File: src/hw/rtl/cost_matrix_reduction_defines.svh
// ----------------------------------------------------------------------------
// Cost matrix reduction: assertion macros
// Shared shorthand for the concurrent checks in the queue and the back end.
// Each macro samples on i_clk and is disabled while i_rst_n is low.
// ----------------------------------------------------------------------------
`ifndef COST_MATRIX_REDUCTION_DEFINES_SVH
`define COST_MATRIX_REDUCTION_DEFINES_SVH

// A condition that must hold at every clock edge.
`define CMR_CHECK(label, expr, msg) \
    label: assert property (@(posedge i_clk) disable iff (!i_rst_n) (expr)) \
        else $error(msg);

// A consequence that must hold in the same cycle as its cause.
`define CMR_CHECK_IMPL(label, ante, cons, msg) \
    label: assert property (@(posedge i_clk) disable iff (!i_rst_n) \
        (ante) |-> (cons)) else $error(msg);

// A consequence that must hold in the cycle after its cause.
`define CMR_CHECK_NEXT(label, ante, cons, msg) \
    label: assert property (@(posedge i_clk) disable iff (!i_rst_n) \
        (ante) |=> (cons)) else $error(msg);

`endif

File: src/hw/rtl/cmr_pkg.sv
// ----------------------------------------------------------------------------
// Cost matrix reduction package
// Sizes, command codes and the classified request that moves from the front
// end through the queue to the back end.
// ----------------------------------------------------------------------------
package cmr_pkg;

    // Matrix storage: MAX_SIZE rows and columns.
    localparam int MAX_SIZE = 16;
    localparam int CELL_N   = MAX_SIZE * MAX_SIZE;
    localparam int IDX_W    = $clog2(MAX_SIZE);
    localparam int CNT_W    = $clog2(MAX_SIZE + 1);
    localparam int ADDR_W   = $clog2(CELL_N);

    // Field widths of the request and result channels.
    localparam int CMD_W   = 2;
    localparam int ROW_W   = 4;
    localparam int VALUE_W = 20;
    localparam int TOTAL_W = 26;
    localparam int SIZE_W  = 5;

    localparam logic [SIZE_W-1:0]  SIZE_RESET = SIZE_W'(16);
    localparam logic [TOTAL_W-1:0] TOTAL_MAX  = {TOTAL_W{1'b1}};

    // Queue between front and back end.
    localparam int QUEUE_DEPTH = 2;
    localparam int QPTR_W      = $clog2(QUEUE_DEPTH);
    localparam int QCNT_W      = $clog2(QUEUE_DEPTH + 1);

    // Command codes as they arrive on the cmd field.
    typedef enum logic [CMD_W-1:0] {
        OP_WRITE  = 2'd0,
        OP_CROSS  = 2'd1,
        OP_REDUCE = 2'd2,
        OP_READ   = 2'd3
    } t_op;

    // A request after decoding.
    typedef struct packed {
        t_op                 op;
        logic [ROW_W-1:0]    row;
        logic [ROW_W-1:0]    col;
        logic                row_in;
        logic                col_in;
        logic [ADDR_W-1:0]   addr;
        logic [VALUE_W-1:0]  value;
        logic                entry_valid;
    } t_item;

endpackage

File: src/hw/rtl/cmr_queue.sv
// ----------------------------------------------------------------------------
// Cost matrix reduction: request queue
// A short first-in first-out buffer of decoded requests between the front
// end and the back end.
// ----------------------------------------------------------------------------
`include "cost_matrix_reduction_defines.svh"

module cmr_queue import cmr_pkg::*; (
    input  logic  i_clk,
    input  logic  i_rst_n,
    input  logic  i_push,
    input  t_item i_item,
    output logic  o_ready,
    input  logic  i_pop,
    output logic  o_valid,
    output t_item o_item
);

    t_item              r_slot [QUEUE_DEPTH];
    logic [QPTR_W-1:0]  r_wr_ptr;
    logic [QPTR_W-1:0]  r_rd_ptr;
    logic [QCNT_W-1:0]  r_count;
    logic [QPTR_W-1:0]  n_wr_ptr;
    logic [QPTR_W-1:0]  n_rd_ptr;
    logic [QCNT_W-1:0]  n_count;

    assign o_ready = r_count != QCNT_W'(QUEUE_DEPTH);
    assign o_valid = r_count != '0;
    assign o_item  = r_slot[r_rd_ptr];

    // Pointer and fill count update.
    always_comb begin
        n_wr_ptr = r_wr_ptr;
        n_rd_ptr = r_rd_ptr;
        n_count  = r_count;
        if (i_push) begin
            n_wr_ptr = r_wr_ptr + 1'b1;
        end
        if (i_pop) begin
            n_rd_ptr = r_rd_ptr + 1'b1;
        end
        if (i_push && !i_pop) begin
            n_count = r_count + 1'b1;
        end else if (!i_push && i_pop) begin
            n_count = r_count - 1'b1;
        end
    end

    always_ff @(posedge i_clk) begin
        if (!i_rst_n) begin
            r_wr_ptr <= '0;
            r_rd_ptr <= '0;
            r_count  <= '0;
        end else begin
            r_wr_ptr <= n_wr_ptr;
            r_rd_ptr <= n_rd_ptr;
            r_count  <= n_count;
        end
    end

    // Storage slots carry no reset.
    always_ff @(posedge i_clk) begin
        if (i_push) begin
            r_slot[r_wr_ptr] <= i_item;
        end
    end

    `CMR_CHECK(a_count_bound, r_count <= QCNT_W'(QUEUE_DEPTH), "queue count above depth")
    `CMR_CHECK_IMPL(a_pop_nonempty, i_pop, r_count != '0, "pop from an empty queue")
    `CMR_CHECK_NEXT(a_push_counts, i_push && !i_pop, r_count == $past(r_count) + 1'b1, "push not counted")

endmodule

File: config.mk
export PLATFORM = sky130hd
export DESIGN_NAME = cmr_queue
export DESIGN_NICKNAME = d
export VERILOG_FILES = /design/src/hw/rtl/cmr_pkg.sv /design/src/hw/rtl/cmr_queue.sv
export VERILOG_INCLUDE_DIRS = /design/src /design/src/hw/rtl
export SDC_FILE = /design/constraint.sdc
export NUM_CORES = 1
export LEC_CHECK = 0
export BUFFER_PORTS_ARGS = -buffer_cell sky130_fd_sc_hd__buf_2
export CAP_MARGIN = 40
export CORE_MARGIN = 2
export CORE_UTILIZATION = 44
export CTS_CLUSTER_DIAMETER = 200
export CTS_CLUSTER_SIZE = 12
export DETAILED_ROUTE_END_ITERATION = 6
export PLACE_DENSITY = 0.69
export SYNTH_ARGS = -nofsm -noshare
export SYNTH_HDL_FRONTEND = slang
export SYNTH_SLANG_ARGS = --single-unit
File: constraint.sdc
create_clock -name i_clk -period 7.66 [get_ports i_clk]
set_input_delay 0.766 -clock i_clk [delete_from_list [all_inputs] [get_ports i_clk]]
set_output_delay 0.766 -clock i_clk [all_outputs]
set_load 0.02 [all_outputs]
Word level (Yosys, flattened, before mapping):

Memories as Yosys holds them, arrays and structs flattened. A register that Yosys moved wholly into a read port is not among the register bits.
Cells that the tools add are included.

* eq/ne operators: 1
* $mul: 0
* div/mod/pow operators: 0
* shift-type cells: 0
* bitwise operators: 0
* multiplexer cells: 6
* magnitude comparators: 0
* add/subtract/negate cells: 4
* reductions and logical operators: 6

Operator list (number)
* 1-bit 2-to-1 mux: 4
* 2-bit 2-to-1 mux: 2
* 2-bit nonzero test: 2
* 1-bit adder (second input constant): 2
* 2-bit by 1-bit adder with 2-bit output (second input constant): 1
* 1-bit logical AND: 2
* 1-bit logical NOT: 2
* 2-bit inequality test (second input constant): 1
* 2-bit by 1-bit subtractor with 2-bit output (second input constant): 1

* memories: 1
* bits in latches: 0
* bits of input ports: 45
* output and inout bits: 43
* word-level logic and storage cells: 21
* register bits after elaboration: 4
* RAM bits: 82
* memory bits (read-only): 0

Memory list
* r_slot: words 2, width 41, read ports 1, clocked after Yosys merged registers in 1, wr ports 1, RTL line cmr_queue.sv:19 `t_item r_slot [QUEUE_DEPTH];`

Longest topological paths before layout:

* word-level depth: 4
* gate-level depth with buffers: 5

Worst setup path after synthesis:

OpenSTA, ideal clock, no wires.

* kind: input to register
* start point: input i_push
* end point: memory r_slot[0][0] (netlist name) (enable)
* required time: 7.215 ns
* path buffers: 0
* stages on the path: 1
* data arrival time: 2.629 ns
* path slack: 4.586 ns
* cell sequence: nor2b_1

* cells in the longest elaborated chain, start to end: 2

RTL lines
* start, declared: RTL line cmr_queue.sv:11 `input logic i_push,`
* 1-bit 2-to-1 mux: RTL line cmr_queue.sv:63 `if (i_push) begin`
* 1-bit 2-to-1 mux (not written as such): RTL line cmr_queue.sv:64 `r_slot[r_wr_ptr] <= i_item;`
* end, declared: RTL line cmr_queue.sv:19

No other way between the ends.

==> results.md <==
* Outcome: finished, final reports clean
* Input/output buffers at 87
* Data required time at the worst endpoint at 6890 ps
* Area occupied by registers at 2560 sq um
* Final Cycle Share at 0.335
* DR pass1 iterations at 4
* Min-delay worst type: reg2reg
* Reg2Reg Capture Point: r_slot[0][24]
* Post-synthesis sequential area ratio at 0.806
* DP HPWL at 3760 um
* Max IR drop VDD at 0.136 mV
* Worst-Margin Slew at 570 ps
* Initial DRC count at 83
* I/O pin count at 88
* CP endpoint kind: primary output
* DRC violations left at 0
* Antenna cells at 0
* Post CTS Setup Buffer Count at 0
* GR Util All Layers at 0.142
* Crit Path Class: reg2out
* Min cycle time layout at 2560 ps
* Filler cells at 566
* Antenna violations before repair at 0
* Number of synthesized register bits at 87
* Nets@finish at 292
* Worst reg2reg path depth at 2
* Ratio of cells with drive above 1 in the final layout at 0.424
* Yosys top cell area share at 0.775
* Aggregate routed wire length at 5530 um
* # resized after CTS at 0
* Largest area contributor in the synthesized netlist: edfxtp_1
* RSZ-0062 raised after global routing: false
* Row cnt at 30
* Vias per inst at 4.69
* Via count at 1622
* CTS Buf Count at 9
* Skew-Pair Late Insertion Delay at 330 ps
* Hold_buf cts at 0
* Leakage at 1.49 nW
* ANT nets after route at 0
* Total power at 0.970 mW
* Cells along the critical path: buf_16, mux2_1, buf_2
* Maximum root-to-sink buffer count at 2
* Final setup viols at 0
* CTS tree: built
* Avg Synthesized Cell Area at 21.2 sq um
* Ranking of synthesized cells by area: edfxtp_1 77%, mux2_1 15%, dfxtp_1 3.1%, buf_4 0.94%, and2_1 0.79%
* Grt ovf at 0
* Clk pin slew, worst setup/hold paths at 70 ps
* Setup Skew at 7.73 ps
* Crit path arrival time at 1800 ps
* Die Width at 89.0 um
* Setup TNS at 0 ps
* Max H-tree Level at 3
* Crit-path slowest cell: dfxtp_2
* Yosys warning count at 0
* Die area at 7920 sq um
* Slew Viols, Final at 0
* Cell area after synthesis at 3180 sq um
* Critical Path Source Type: register
* Vias in the first global route at 1691
* Mapped Nets at 196
* TritonCTS Sinks at 87
* Clk Tree Root Cell: clkbuf_8
* Pin count of the biggest net entering global routing at 27
* Area of the multi-input gates at 586 sq um
* Max-cap viol count at 0
* Initial Utilization at 0.460
* Pre-CTS setup slack at 5440 ps
* Die Height at 89.0 um
* CP Max Fanout at 22
* Reg-to-reg setup timing slack at 6090 ps
* Setup ws final at 5100 ps
* Distinct cell type count after synthesis at 17
* Worst slew margin at 0.620
* Worst R2R Start: r_wr_ptr
* Final hold violation count at 0
* CP Capture Point: o_item[35]
* Pwr per Cell Area at 246 nW/um^2
* Syn Inst Count at 150
* First-pass GRT wire length at 8110 um
* Core Area at 6910 sq um
* Hold slack final at 523 ps
* Fmax at 390 MHz
* WL per Instance at 16.0 um
* Gpl congestion at 0.670
* CP peak stage delay at 700 ps
* Area Growth Syn to Fin at 24.1%
==> state kept, by name, indices dropped and copies added (netlist names), named ones only <==
register  cells
r_rd_ptr      1
r_count       2
r_wr_ptr      1
r_slot       82
==> cell usage in the layout, fill, tap and decap left out <==
cell type,n
xor2_1,2
a21boi_1,1
clkinvlp_4,1
clkbuf_8,9
clkinv_2,2
xnor2_1,1
ha_1,1
and2_1,3
or2_1,1
nand2b_1,1
buf_12,1
clkbuf_1,2
inv_1,1
bufinv_16,1
mux2_1,41
o21ai_0,1
nor2b_1,1
buf_16,1
edfxtp_1,82
and2_2,1
or3_1,1
nor2b_4,1
buf_4,1
buf_2,87
o21a_1,1
dfxtp_1,4
dfxtp_2,1
==> power by group <==
group	total, mW	internal (mW)	switching (mW)
Combinational	0.119	0.0492	0.0697
Clock	0.292	0.148	0.144
Sequential	0.559	0.548	0.0115
Total	0.970	0.745	0.225
==> logic make-up (layout without fill, tap and decap cells) <==
| kind of cell | count (synthesis) | after routing | share of synthesized area |
|---|---|---|---|
| multiplexers | 41 | 41 | 0.145 |
| XOR/XNOR | 3 | 3 | 0.00827 |
| adder cells (fa/ha/maj) | 1 | 1 | 0.00394 |
| flip-flops | 87 | 87 | 0.806 |
| AO/OA/AOI/OAI | 3 | 3 | 0.00630 |
| buffers and inverters | 6 | 106 | 0.0122 |
| AND/OR/NAND/NOR | 9 | 9 | 0.0177 |
==> worst min-delay path by stage <==
stage,startpoint,cells after the start,end
after floorplan,r_count[1],2,r_count[1]
after global placement,r_count[1],2,r_count[1]
after detailed placement,r_count[1],2,r_count[1]
after CTS,r_count[1],2,r_count[1]
after global routing,r_count[1],2,r_count[1]
final,r_count[1],2,r_count[1]
==> layer usage <==
metal  up-vias  global-route usage  part of all wire
li1        773                   -                 -
met1       793               0.173              0.40
met2        50               0.244              0.53
met3         6              0.0249             0.058
met4         0              0.0733             0.013
met5         -                   0                 0
==> cells in the mapped netlist <==
cell type and instances:
edfxtp_1 82, mux2_1 41, dfxtp_1 5, and2_1 4
buf_4 4, nor2b_1 2, xor2_1 2, a21boi_1 1
buf_2 1, ha_1 1, inv_1 1, nand2b_1 1
o21a_1 1, o21ai_0 1, or2_1 1, or3_1 1
xnor2_1 1
==> area by class of cell <==
class,instances,area share
repair buffers,90,0.124
clock buffers,11,0.0333
inverters,1,0.000952
flip-flops and latches,87,0.650
well taps,96,0.0305
clock inverters,4,0.0121
multi-input cells,57,0.149
==> through the flow <==
stage | utilization | instances | cell area (sq um)
finish | 0.571 | 346 | 3940
global route | 0.571 | 346 | 3940
CTS | 0.571 | 346 | 3940
detailed placement | 0.545 | 331 | 3760
global placement | 0.538 | 329 | 3720
floorplan | - | 150 | 3180
==> critical path, delay by kind of cell, from the launching register on <==
family                 cells  cell delay [ps]
DFF                        1              700
buffers and inverters      2              400
muxes                      1              350
No activity file was read; power rests on OpenSTA's default activity.
